===== src/rtl/ctt_pkg.sv =====
// Shared types, codes and constants of the clustered transposition table.
`default_nettype none

package ctt_pkg;

  // Default geometry and register reset
  localparam int CLUSTER_COUNT_DEF = 1024;
  localparam int WAYS_DEF          = 6;
  localparam logic [14:0] MATE_RESET = 15'd32000;

  // Field widths
  localparam int IDX_W   = 10;
  localparam int KEY_W   = 32;
  localparam int DEPTH_W = 6;
  localparam int PLY_W   = 10;
  localparam int AGE_W   = 8;
  localparam int PL_W    = 48;
  localparam int ENT_W   = KEY_W + PL_W;
  localparam int RED_W   = 4;
  localparam int VAL_W   = 10;
  localparam int MATE_MARGIN = 100;

  typedef enum logic [1:0] {
    OP_PROBE  = 2'd0,
    OP_STORE  = 2'd1,
    OP_NEWSRC = 2'd2,
    OP_CLEAR  = 2'd3
  } op_t;

  typedef enum logic [1:0] {
    BND_EXACT = 2'd0,
    BND_LOWER = 2'd1,
    BND_UPPER = 2'd2,
    BND_NONE  = 2'd3
  } bound_t;

  typedef enum logic [3:0] {
    S_INIT_CLEAR,
    S_IDLE,
    S_CLEAR,
    S_REDUCE,
    S_BASE,
    S_READ,
    S_EVAL,
    S_WRITE,
    S_FINISH,
    S_OUT
  } state_t;

  // Controller to datapath
  typedef struct packed {
    logic ready;
    logic load;
    logic reduce_step;
    logic load_base;
    logic mem_rd;
    logic eval;
    logic mem_wr;
    logic clr_step;
    logic finish;
    logic out_valid;
  } cmd_t;

  // Datapath to controller
  typedef struct packed {
    op_t  op;
    logic reduce_done;
    logic stop;
    logic last_way;
    logic clr_last;
  } sts_t;

  // Number of conditional subtract steps that fold a cluster index
  // into the range of the cluster count.
  function automatic int reduce_steps(input int cc);
    int n;
    n = 0;
    for (int k = 0; k < IDX_W; k++) begin
      if ((longint'(cc) << k) <= longint'((1 << IDX_W) - 1)) n++;
    end
    return n;
  endfunction

endpackage

`default_nettype wire


===== src/rtl/ctt_ctrl.sv =====
// Sequencer of the clustered transposition table.
`default_nettype none

module ctt_ctrl (
  input  wire                clk,
  input  wire                rst,
  input  wire                s_tvalid,
  input  wire                m_tready,
  input  ctt_pkg::sts_t      sts,
  output ctt_pkg::cmd_t      cmd
);

  ctt_pkg::state_t state, state_next;

  // State register
  always_ff @(posedge clk) begin
    if (rst) state <= ctt_pkg::S_INIT_CLEAR;
    else     state <= state_next;
  end

  // Next state
  always_comb begin
    state_next = state;
    unique case (state)
      ctt_pkg::S_INIT_CLEAR: if (sts.clr_last) state_next = ctt_pkg::S_IDLE;
      ctt_pkg::S_IDLE: begin
        if (s_tvalid) begin
          unique case (sts.op)
            ctt_pkg::OP_PROBE,
            ctt_pkg::OP_STORE:  state_next = ctt_pkg::S_REDUCE;
            ctt_pkg::OP_NEWSRC: state_next = ctt_pkg::S_FINISH;
            ctt_pkg::OP_CLEAR:  state_next = ctt_pkg::S_CLEAR;
            default:            state_next = ctt_pkg::S_FINISH;
          endcase
        end
      end
      ctt_pkg::S_CLEAR:  if (sts.clr_last) state_next = ctt_pkg::S_FINISH;
      ctt_pkg::S_REDUCE: if (sts.reduce_done) state_next = ctt_pkg::S_BASE;
      ctt_pkg::S_BASE:   state_next = ctt_pkg::S_READ;
      ctt_pkg::S_READ:   state_next = ctt_pkg::S_EVAL;
      ctt_pkg::S_EVAL: begin
        if (sts.stop || sts.last_way) begin
          if (sts.op == ctt_pkg::OP_STORE) state_next = ctt_pkg::S_WRITE;
          else                             state_next = ctt_pkg::S_FINISH;
        end else begin
          state_next = ctt_pkg::S_READ;
        end
      end
      ctt_pkg::S_WRITE:  state_next = ctt_pkg::S_FINISH;
      ctt_pkg::S_FINISH: state_next = ctt_pkg::S_OUT;
      ctt_pkg::S_OUT:    if (m_tready) state_next = ctt_pkg::S_IDLE;
      default:           state_next = ctt_pkg::S_IDLE;
    endcase
  end

  // Command outputs
  always_comb begin
    cmd = '0;
    unique case (state)
      ctt_pkg::S_INIT_CLEAR,
      ctt_pkg::S_CLEAR:  cmd.clr_step = 1'b1;
      ctt_pkg::S_IDLE: begin
        cmd.ready = 1'b1;
        cmd.load  = s_tvalid;
      end
      ctt_pkg::S_REDUCE: cmd.reduce_step = !sts.reduce_done;
      ctt_pkg::S_BASE:   cmd.load_base = 1'b1;
      ctt_pkg::S_READ:   cmd.mem_rd = 1'b1;
      ctt_pkg::S_EVAL:   cmd.eval = 1'b1;
      ctt_pkg::S_WRITE:  cmd.mem_wr = 1'b1;
      ctt_pkg::S_FINISH: cmd.finish = 1'b1;
      ctt_pkg::S_OUT:    cmd.out_valid = 1'b1;
      default:           cmd = '0;
    endcase
  end

  // Checks
  a_no_accept_while_out: assert property (@(posedge clk) disable iff (rst)
    cmd.out_valid |-> !cmd.ready) else $error("request taken while result pending");

  a_clear_after_reset: assert property (@(posedge clk)
    $fell(rst) |-> (state == ctt_pkg::S_INIT_CLEAR)) else $error("no clear after reset");

  a_write_after_eval: assert property (@(posedge clk) disable iff (rst)
    cmd.mem_wr |-> $past(cmd.eval) && (sts.op == ctt_pkg::OP_STORE))
    else $error("table write without a store scan");

endmodule

`default_nettype wire


===== config.mk =====
export PLATFORM = sky130hd
export DESIGN_NAME = ctt_ctrl
export DESIGN_NICKNAME = d
export VERILOG_FILES = /design/src/rtl/ctt_pkg.sv /design/src/rtl/ctt_ctrl.sv
export SDC_FILE = /design/constraint.sdc
export NUM_CORES = 1
export LEC_CHECK = 0
export ABC_CLOCK_PERIOD_IN_PS = 1300
export BUFFER_PORTS_ARGS = -buffer_cell sky130_fd_sc_hd__buf_2
export CAP_MARGIN = 0
export CELL_PAD_IN_SITES_DETAIL_PLACEMENT = 1
export CELL_PAD_IN_SITES_GLOBAL_PLACEMENT = 1
export CORE_MARGIN = 1
export CORE_UTILIZATION = 29
export DETAILED_ROUTE_END_ITERATION = 8
export PLACE_DENSITY = 0.71
export SYNTH_ARGS = -nofsm -noshare
export SYNTH_HDL_FRONTEND = slang
export SYNTH_SLANG_ARGS = --single-unit

===== constraint.sdc =====
create_clock -name clk -period 1.3 [get_ports clk]
set_input_delay 0.13 -clock clk [delete_from_list [all_inputs] [get_ports clk]]
set_output_delay 0.13 -clock clk [all_outputs]
set_load 0.1 [all_outputs]

==> flow_summary_export.csv, run 1 <==
group,metric,value,unit
clock_tree,clock_latency,0.24,ns
grt,antenna_found_initial,0,
worst_setup_path,cp-start-kind,"register",
sta,finalHoldViolations,0,
clock_tree,cts_tree,"built",
synthesis,synth_top_cell_area_share,16.0,%
worst_setup_path,timing.critical_path.to,"cmd[8]",
floorplanning,io_pins,20,
worst_setup_path,r2r_cells,5,
worst_setup_path,arrival,1.38,ns
sta,drv_slew,0,
synthesis,synth_cell_types,35,
clock_tree,cts.sinks,4,
synthesis,ys_top_cells_by_area,"dfxtp_1 (16%), buf_6 (6.7%), nor2_1 (6.0%)",
routing,drcViolationCount,2,
worst_setup_path,path_max_fanout,9,
synthesis,syn_inst,62,
routing,dr_total_vias,701,
sta,worst_slew_pin_slew,0.390,ns
floorplanning,die_area,1900,um2
floorplanning,die_h,43.6,um
place,place_area,978,um2
sta,period_minus_slack,1.51,ns
layout,fillCellCount,151,
synthesis,synth_fp_nets,72,
sta,slew_headroom,73.8,%
worst_setup_path,rrSetupSlack,-0.14,ns
power_and_ir_drop,p_leak,0.000455,uW
outcome,status,"complete, but fails checks",
synthesis,seq_area_frac_synth,16.0,%
floorplanning,fp.coreArea,1560,um2
outcome,violations,"design-rule violations, negative setup slack",
grt,grt_pass1_vias,820,
synthesis,synth_most_common_cell,"nor2_1",
grt,grt_max_degree,10,
place,dp_hpwl,1.56,mm
layout,multi_input_area,500,um2
worst_setup_path,critPathCaptureType,"primary output",
synthesis,ys_warn_count,0,
layout,drive_gt1_share,73.1,%
sta,rsz0062_at_grt,"true",
sta,setup_viol,13,
floorplanning,std_cell_rows,14,
routing,wire_per_inst,24.6,um
run,maxCapViolations,0,
worst_setup_path,reg2reg_from,"state[2]",
power_and_ir_drop,vdd_ir_drop_max,0.489,mV
synthesis,ys_async_sr_fraction,0,%
layout,antenna_cells,0,
sta,fin_skew,0.000152,ns
worst_setup_path,critPathLaunch,"state[2]",
synthesis,synth_commonest_cells,"nor2_1 (8), a21oi_1 (4), dfxtp_1 (4), inv_1 (4), nor3_1 (4)",
routing,viasPerCell,5.65,
synthesis,synth_ff_type,"dfxtp_1",
layout,register_area,95.1,um2
synthesis,synth_top_area_cell,"dfxtp_1",
layout,areaGrowthSynthToFinish,128,%
synthesis,synth_area,502,um2
routing,wl,3.05,mm
worst_setup_path,criticalPathCategory,"reg2out",
grt,grt_pass1_wl,4.34,mm
routing,firstDrtPassIters,6,
synthesis,ys_seq_elements,4,
clock_tree,cts_buffers,3,
routing,drt_iter0_drc,14,
power_and_ir_drop,pwr_density_cell,518,nW/um2
clock_tree,clkTransAtPathRegs,0.04,ns
layout,nNetsFinal,120,
layout,largest_reg_flops,4,
sta,finalSetupTns,-1.84,ns
worst_setup_path,worstReg2RegEnd,"state[3]",
layout,largest_register,"state",
layout,final_area,1140,um2
grt,grtUsageTotal,32.3,%
layout,top_regs,"state: 4 flops",
clock_tree,h-tree-depth,1,
clock_tree,clock_tree.buffer_depth,2,
place,routabilityCongestion,0.740,
grt,grt_overflow,0,
sta,fin_crit_sh,117,%
worst_setup_path,cp_data_required_time,1.17,ns
place,portBuffers,19,
synthesis,synth_edf_count,0,
floorplanning,die_x,43.6,um
sta,fmax,660,MHz
worst_hold_path,min_path_type,"in2reg",
floorplanning,start_util,32.2,%
clock_tree,clock_tree.root_cell,"clkbuf_4",
routing,detail-route-antenna-nets,0,
synthesis,syn_avg_cell_area,8.09,um2
sta,fin_ws,-0.215,ns
==> per-layer routing <==
layer / wire length (um) / track usage, %
met3: 132 / 5.83
met2: 1620 / 61.2
met4: 84 / 11.9
met1: 1210 / 35.1
met5: 0 / 0
==> report_power, final <==
part	internal, uW	total, uW	switching [uW]	leakage (uW)
Clock	104	167	62.8	0.0000138
Combinational	126	293	167	0.000405
Sequential	122	132	10.1	0.0000355
==> layout by cell type, fill, tap and decap left out, drive strengths merged <==
cell type,instances
clkinvlp,1
nand2,2
nand2b,4
inv,3
o21ai,5
nor2,8
o32ai,2
o31a,1
and2,1
o21ba,1
a21oi,5
a2111oi,1
buf,47
o31ai,2
nor4,2
dfxtp,4
nor4b,1
nand3,1
nor3b,1
nand4b,1
a221oi,1
nand4bb,1
nor3,4
clkbuf,3
mux2i,1
o2bb2ai,1
xnor2,1
or2,2
nor2b,1
==> metrics by stage <==
step                hold slack, ns  utilization, %  total power [uW]  setup slack [ns]  std cells
global route                 0.174            73.4               610            -0.243        124
CTS                          0.169            70.8               567            -0.178        123
detailed placement           0.407            62.8               386            -0.105        113
floorplan                    0.199               -               283            -0.813         62
global placement             0.401            62.8               378           -0.0459        113
finish                       0.178            73.4               592            -0.215        124
==> layout make-up <==
cell class,instances,share of cell area [%]
clock buffer,3,1.97
tap,16,1.75
multi-input combinational,50,43.8
sequential,4,8.32
inverter,4,1.64
timing repair buffer,47,42.6
==> critical path, stage by stage (launching register included) <==
cell	delay [ns]
dfxtp_4	0.39
nor4b_4	0.37
and2_4	0.21
buf_12	0.16
==> cells by family after synthesis <==
family	synth area share (%)
and+or+nand+nor	35.4
AOI/OAI and AO/OA	33.7
buffers and inverters	11.2
DFF	16.0
xor gates and xnor gates	1.75
muxes	2.00
==> worst min-delay path by stage <==
| stage | start | endpoint | slack [ns] | depth (start not counted) |
|---|---|---|---|---|
| floorplan | rst | state[2] | 0.20 | 1 |
| global placement | rst | state[2] | 0.40 | 2 |
| detailed placement | rst | state[2] | 0.41 | 2 |
| CTS | rst | state[2] | 0.17 | 2 |
| global route | rst | state[2] | 0.17 | 2 |
| finish | rst | state[2] | 0.18 | 2 |
==> timing repair <==
| item | in CTS | in global routing |
|---|---|---|
| endpoints found under the setup margin | 14 | 14 |
| resized for setup | 15 | 5 |
| setup buffers | 7 | 1 |
| pin swaps | 3 | 0 |
| hold buffers | 0 | 0 |
(Power assumes the default switching activity.)
==> run 2: changes to the inputs <==
--- a/config.mk
+++ b/config.mk
@@ -14,6 +14,7 @@
 export CORE_UTILIZATION = 29
 export DETAILED_ROUTE_END_ITERATION = 8
 export PLACE_DENSITY = 0.71
+export SETUP_SLACK_MARGIN = 0.5
 export SYNTH_ARGS = -nofsm -noshare
 export SYNTH_HDL_FRONTEND = slang
 export SYNTH_SLANG_ARGS = --single-unit
==> run 2 against run 1 <==
The run still ends with design-rule violations, negative setup slack left. Non-clock buffer count shrank 6. Highest routed layer unchanged. Sequential share of layout area grew 0.21 points. Largest cell class unchanged. Cell count shrank 4.0%.
==> flow_summary_export.csv, run 2 (synthesis gave the netlist of run 1 again) <==
group,metric,value,unit
outcome,status,"complete, but fails checks",
outcome,violations,"design-rule violations, negative setup slack",
grt,grt_pass1_vias,742,
layout,areaGrowthSynthToFinish,122,%
sta,fin_crit_sh,115,%
layout,layout_common_cells,"buf_4 (15), buf_12 (13), buf_2 (9), nor2_1 (5)",
layout,antenna_cells,0,
routing,firstDrtPassIters,6,
power_and_ir_drop,vdd_ir_drop_max,0.506,mV
worst_setup_path,slowest_delay,0.38,ns
layout,largest_reg_flops,4,
floorplanning,die_h,43.6,um
clock_tree,h-tree-depth,1,
worst_setup_path,criticalPathCategory,"reg2out",
layout,top_regs,"state: 4 flops",
clock_tree,cts_tree,"built",
layout,nNetsFinal,114,
floorplanning,fp.coreArea,1560,um2
worst_setup_path,cpLargestDelayFamily,"buffers and inverters",
routing,viasPerCell,5.37,
sta,rsz0062_at_grt,"true",
clock_tree,clock_latency,0.24,ns
worst_setup_path,path_cells,"nand4bb_1, buf_4, clkinvlp_4, buf_12",
place,dp_hpwl,1.47,mm
sta,period_minus_slack,1.50,ns
floorplanning,die_x,43.6,um
floorplanning,die_area,1900,um2
layout,fillCellCount,165,
run,maxCapViolations,0,
power_and_ir_drop,p_leak,0.000418,uW
sta,worst_slew_pin_slew,0.307,ns
floorplanning,std_cell_rows,14,
routing,dr_total_vias,639,
sta,setup_viol,13,
routing,drt_iter0_drc,11,
sta,slew_headroom,79.5,%
clock_tree,clock_tree.root_cell,"clkbuf_4",
layout,mostFrequentLayoutCell,"buf_4",
clock_tree,cts.sinks,4,
power_and_ir_drop,p_total,572,uW
place,portBuffers,19,
layout,largest_register,"state",
clock_tree,hold_buffers,0,
grt,antenna_found_initial,0,
worst_setup_path,rrSetupSlack,-0.11,ns
worst_setup_path,slowest_stage,"dfxtp_4",
worst_hold_path,min_path_type,"in2reg",
grt,grtUsageTotal,25.9,%
worst_hold_path,min_path_cells,2,
worst_setup_path,worstReg2RegEnd,"state[1]",
routing,wire_per_inst,18.2,um
routing,drcViolationCount,3,
layout,fin_cells,119,
grt,grt_max_degree,10,
sta,finalHoldViolations,0,
worst_hold_path,hold-path-endpoint,"state[2]",
routing,detail-route-antenna-nets,0,
clock_tree,clkTransAtPathRegs,0.04,ns
worst_hold_path,hp-start,"rst",
grt,grt_pass1_wl,3.46,mm
layout,final_area,1120,um2
sta,fin_ws,-0.201,ns
place,place_area,946,um2
layout,drive_gt1_share,69.9,%
worst_setup_path,cp_data_required_time,1.17,ns
floorplanning,start_util,32.2,%
floorplanning,io_pins,20,
worst_setup_path,critPathCaptureType,"primary output",
grt,grt_overflow,0,
worst_setup_path,reg2reg_from,"state[3]",
worst_setup_path,r2r_cells,4,
power_and_ir_drop,pwr_density_cell,513,nW/um2
worst_setup_path,arrival,1.37,ns
place,placedCellCount,106,
clock_tree,cts_buffers,3,
worst_setup_path,critical_path_buf_inv_count,3,
sta,fmax,666,MHz
place,routabilityCongestion,0.775,
routing,wl,2.16,mm
place,pre_cts_ws,-0.0839,ns
worst_setup_path,cp-start-kind,"register",
clock_tree,clock_tree.buffer_depth,2,
sta,drv_slew,0,
sta,fin_skew,0.00538,ns
layout,final_core_util,71.6,%
worst_setup_path,path_max_fanout,9,
## run 2: changes by cell type in the layout (fill, tap and decap cells not counted), sizes merged
| cell | previous run | this run |
|---|---|---|
| clkbuf | 3 | 4 |
| buf | 47 | 41 |
## run 2: per-layer routing
| layer | GRT usage [%] | vias to the layer above | routed length (um) | share of wire (%) |
|---|---|---|---|---|
| met3 | 5.00 | 6 | 63 | 2.9 |
| li1 | - | 311 | - | - |
| met4 | 11.9 | 0 | 65 | 3.0 |
| met1 | 28.6 | 303 | 906 | 42 |
| met2 | 47.2 | 19 | 1120 | 52 |
| met5 | 0 | - | 0 | 0 |
## run 2: worst max-delay path by stage
stage	slack, ns	from	end	cells past startpoint
floorplan	-0.81	state[3]	cmd[8]	2
global placement	-0.001	state[3]	state[3]	4
detailed placement	-0.08	state[2]	state[1]	4
CTS	-0.20	state[2]	cmd[8]	3
global route	-0.26	state[3]	cmd[4]	4
finish	-0.20	state[3]	cmd[4]	4
## run 2: power by group
| part | internal (uW) | total (uW) | switching (uW) |
|---|---|---|---|
| Sequential | 122 | 135 | 13.0 |
| Combinational | 112 | 261 | 149 |
| Clock | 116 | 177 | 61.0 |
| Total | 350 | 572 | 223 |
## run 2: cell type report
class / count / area, um2 / share of cell area [%]
Timing Repair Buffer: 41 / 463 / 41.5
Multi-Input combinational cell: 50 / 493 / 44.2
Clock buffer: 4 / 26.3 / 2.35
Sequential cell: 4 / 95.1 / 8.52
Inverter: 4 / 18.8 / 1.68
Tap cell: 16 / 20.0 / 1.79
## run 2: per-stage QoR
stage	setup TNS, ns	hold slack [ns]
after floorplan	-3.16	0.199
after global placement	-0.00129	0.398
after detailed placement	-0.167	0.404
after CTS	-1.40	0.154
after global routing	-2.21	0.156
final	-1.46	0.152
## run 2: timing repair
item,CTS,global route
cloned,0,0
endpoints found under the setup margin,14,14
buffers inserted,9,0
resized for setup,10,3
pin swaps,5,1
==> run 3: changes to the inputs <==
--- a/config.mk
+++ b/config.mk
@@ -5,15 +5,15 @@
 export SDC_FILE = /design/constraint.sdc
 export NUM_CORES = 1
 export LEC_CHECK = 0
-export ABC_CLOCK_PERIOD_IN_PS = 1300
+export ABC_CLOCK_PERIOD_IN_PS = 1510
 export BUFFER_PORTS_ARGS = -buffer_cell sky130_fd_sc_hd__buf_2
 export CAP_MARGIN = 0
 export CELL_PAD_IN_SITES_DETAIL_PLACEMENT = 1
 export CELL_PAD_IN_SITES_GLOBAL_PLACEMENT = 1
 export CORE_MARGIN = 1
-export CORE_UTILIZATION = 29
+export CORE_UTILIZATION = 32
 export DETAILED_ROUTE_END_ITERATION = 8
-export PLACE_DENSITY = 0.71
+export PLACE_DENSITY = 0.74
 export SETUP_SLACK_MARGIN = 0.5
 export SYNTH_ARGS = -nofsm -noshare
 export SYNTH_HDL_FRONTEND = slang
==> constraint.sdc (replaced) <==
create_clock -name clk -period 1.51 [get_ports clk]
set_input_delay 0.151 -clock clk [delete_from_list [all_inputs] [get_ports clk]]
set_output_delay 0.151 -clock clk [all_outputs]
set_load 0.1 [all_outputs]
==> run 3 against run 2 <==
The flow now stops in 4_1_cts. Synthesized cell count unchanged. Area after synthesis unchanged.
==> flow_summary_export.csv, run 3 <==
group,metric,value,unit
synthesis,synth_edf_count,0,
place,routabilityCongestion,0.896,
synthesis,synth-simple-area-share,35.4,%
floorplanning,die_h,41.6,um
synthesis,synth_compound_area_share,33.7,%
clock_tree,clock_tree.root_cell,"clkbuf_4",
clock_tree,cts_buffers,3,
place,place_area,880,um2
synthesis,synthAdderAreaFrac,0,%
clock_tree,postCtsSetupBuffers,23,
synthesis,synth-xor-area-share,1.75,%
place,dp_hpwl,1.46,mm
floorplanning,start_util,36.3,%
synthesis,synth_top_area_cell,"dfxtp_1",
synthesis,ys_warn_count,0,
synthesis,synth_top_cell_area_share,16.0,%
synthesis,ys_top_cells_by_area,"dfxtp_1 (16%), buf_6 (6.7%), nor2_1 (6.0%)",
place,portBuffers,19,
outcome,error_line,"[ERROR DPL-0033] detailed placement checks failed during check placement.",
floorplanning,die_x,41.6,um
synthesis,synth_cell_types,35,
clock_tree,h-tree-depth,1,
synthesis,synth_fp_nets,72,
synthesis,syn_avg_cell_area,8.09,um2
floorplanning,std_cell_rows,13,
clock_tree,clock_tree.buffer_depth,2,
synthesis,seq_area_frac_synth,16.0,%
synthesis,ys_seq_elements,4,
floorplanning,io_pins,20,
synthesis,synth_ff_type,"dfxtp_1",
synthesis,synthMuxAreaShare,2.00,%
synthesis,synth_most_common_cell,"nor2_1",
clock_tree,cts.sinks,4,
clock_tree,hold_buffers,0,
outcome,stop_stage,"4_1_cts",
synthesis,syn_inst,62,
clock_tree,cts_resized,22,
outcome,status,"did not finish",
synthesis,synth_top_family_by_area,"simple AND/OR/NAND/NOR gates",
synthesis,synth_commonest_cells,"nor2_1 (8), a21oi_1 (4), dfxtp_1 (4), inv_1 (4), nor3_1 (4)",
synthesis,ys_async_sr_fraction,0,%
synthesis,synth_area,502,um2
[run 3: cell counts after synthesis]
Identical to the previous run, type by type.
[run 3: through the flow]
stage | setup TNS [ns] | cells | setup slack [ns] | util [%] | hold WS [ns]
after floorplan | -1.69 | 62 | -0.624 | - | 0.220
after detailed placement | -0.0315 | 98 | -0.0315 | 63.6 | 0.425
after global placement | 0 | 98 | 0.0489 | 63.6 | 0.427
[run 3: cells by family after synthesis]
kind of cell    count (synthesis)
compound gates                 19
xor+xnor                        1
simple gates                   29
flops                           4
mux                             1
buf+inv                         8
==> run 4: changes to the inputs <==
==> config.mk (replaced) <==
export PLATFORM = sky130hd
export DESIGN_NAME = ctt_ctrl
export DESIGN_NICKNAME = d
export VERILOG_FILES = /design/src/rtl/ctt_pkg.sv /design/src/rtl/ctt_ctrl.sv
export SDC_FILE = /design/constraint.sdc
export NUM_CORES = 1
export LEC_CHECK = 0
export ABC_CLOCK_PERIOD_IN_PS = 1510
export BUFFER_PORTS_ARGS = -buffer_cell sky130_fd_sc_hd__buf_2
export CAP_MARGIN = 0
export CORE_AREA = 2 2 63 65
export DETAILED_ROUTE_END_ITERATION = 8
export DIE_AREA = 0 0 65 67
export PLACE_DENSITY_LB_ADDON = 0.15
export SYNTH_ARGS = -nofsm -noshare
export SYNTH_HDL_FRONTEND = slang
export SYNTH_SLANG_ARGS = --single-unit
==> run 4 against run 3 <==
The run now ends clean.
==> flow_summary_export.csv, run 4 (synthesis gave the netlist of run 1 again) <==
group,metric,value,unit
outcome,status,"finished clean",
routing,wl,1.85,mm
clock_tree,cts.sinks,4,
sta,slew_headroom,79.5,%
layout,fin_cells,148,
power_and_ir_drop,p_leak,0.000414,uW
worst_setup_path,cp_data_required_time,1.36,ns
worst_hold_path,min_path_cells,2,
worst_hold_path,min_path_type,"in2reg",
grt,grtUsageTotal,9.39,%
floorplanning,die_x,65,um
sta,whs,0.231,ns
sta,finalSetupTns,0,ns
clock_tree,hold_buffers,0,
routing,drcViolationCount,0,
layout,layout_common_cells,"buf_4 (16), buf_12 (10), buf_2 (9), nor2_1 (5)",
clock_tree,cts_tree,"built",
worst_setup_path,r2r_cells,5,
clock_tree,h-tree-depth,1,
sta,rsz0062_at_grt,"true",
clock_tree,clkTransAtPathRegs,0.03,ns
sta,setup_viol,0,
grt,antenna_found_initial,0,
layout,top_regs,"state: 4 flops",
layout,areaGrowthSynthToFinish,116,%
place,routabilityCongestion,0.708,
layout,fillCellCount,385,
layout,largest_reg_flops,4,
sta,period_minus_slack,1.49,ns
power_and_ir_drop,p_comb_share,38.4,%
worst_setup_path,critPathCaptureType,"primary output",
layout,nNetsFinal,112,
grt,grt_pass1_vias,619,
worst_setup_path,criticalPathCategory,"reg2out",
grt,grt_max_degree,10,
grt,grt_overflow,0,
layout,largest_register,"state",
power_and_ir_drop,p_clk_share,41.1,%
layout,drive_gt1_share,68.0,%
sta,worst_slew_pin_slew,0.308,ns
clock_tree,clock_tree.root_cell,"clkbuf_8",
worst_setup_path,path_max_fanout,3,
power_and_ir_drop,vdd_ir_drop_max,0.237,mV
clock_tree,clock_tree.buffer_depth,2,
worst_setup_path,arrival,1.33,ns
power_and_ir_drop,sequentialPowerShare,20.5,%
routing,drt_iter0_drc,8,
power_and_ir_drop,p_sw_share,34.0,%
floorplanning,start_util,13.9,%
floorplanning,io_pins,20,
run,maxCapViolations,0,
sta,fmax,673,MHz
worst_setup_path,cp-start-kind,"register",
power_and_ir_drop,p_sw,187,uW
floorplanning,die_h,67,um
layout,mostFrequentLayoutCell,"buf_4",
routing,firstDrtPassIters,4,
sta,fin_crit_sh,98.4,%
sta,finalHoldViolations,0,
clock_tree,cts_buffers,3,
power_and_ir_drop,p_int,364,uW
place,portBuffers,19,
routing,viasPerCell,4.07,
clock_tree,clock_latency,0.22,ns
routing,wire_per_inst,12.5,um
routing,dr_total_vias,603,
sta,fin_skew,0.00274,ns
floorplanning,fp.coreArea,3610,um2
floorplanning,std_cell_rows,22,
place,placedCellCount,139,
routing,detail-route-antenna-nets,0,
floorplanning,die_area,4360,um2
sta,drv_slew,0,
layout,antenna_cells,0,
grt,grt_pass1_wl,3.06,mm
place,dp_hpwl,1.47,mm
power_and_ir_drop,pwr_density_cell,507,nW/um2
-- run 4: repair_timing --
| action | CTS | global route |
|---|---|---|
| cloned | 0 | 0 |
| hold endpoints to repair | 0 | 0 |
| resized for setup | 7 | 5 |
| pin swaps | 2 | 1 |
| setup endpoints to repair | 7 | 9 |
| setup buffers | 5 | 3 |
-- run 4: metrics by stage --
| step | instance area, um2 | power, uW | worst slack, ns | util, % |
|---|---|---|---|---|
| 3_5_place_dp | 956 | 323 | 0.0245 | 26.5 |
| 2_1_floorplan | 587 | 241 | -0.624 | - |
| 5_1_grt | 1090 | 584 | -0.0292 | 30.1 |
| 4_1_cts | 1040 | 550 | -0.00575 | 28.8 |
| 6_report | 1090 | 551 | 0.0241 | 30.1 |
| 3_3_place_gp | 956 | 323 | 0.0518 | 26.5 |
-- run 4: layout make-up --
cell class              count  area [um2]  share of cell area [%]
multi-input cells          50         467                    43.0
repair buffers             39         410                    37.8
clock buffers               3        41.3                    3.80
flip-flops and latches      4        92.6                    8.53
inverters                   4        15.0                    1.38
well taps                  48        60.1                    5.53
-- run 4: final timing paths --
check                           endpoint  slack [ns]  startpoint
worst max register to register  state[1]        0.09    state[2]
worst min-delay path            state[2]        0.23         rst
worst min register to register  state[1]        0.68    state[1]
worst max-delay path              cmd[8]        0.02    state[2]
-- run 4: metal layers --
| metal | part of all wire (%) | up-vias | track usage, % |
|---|---|---|---|
| li1 | - | 303 | - |
| met1 | 41 | 285 | 10.4 |
| met2 | 54 | 15 | 16.8 |
| met3 | 4.5 | 0 | 3.04 |
| met4 | 0 | 0 | 3.19 |
| met5 | 0 | - | 0 |
-- run 4: power by group through the flow --
| stage | Sequential, uW | Combinational [uW] | Clock, uW |
|---|---|---|---|
| floorplan | 114 | 127 | 0 |
| global placement | 119 | 203 | 0 |
| detailed placement | 119 | 204 | 0 |
| CTS | 115 | 209 | 227 |
| global route | 114 | 223 | 247 |
| finish | 113 | 211 | 227 |
-- run 4: critical path, stage by stage (launching register included) --
cell	delay, ns
dfxtp_4	0.34
buf_6	0.11
nor4b_4	0.28
and2_4	0.22
buf_12	0.16
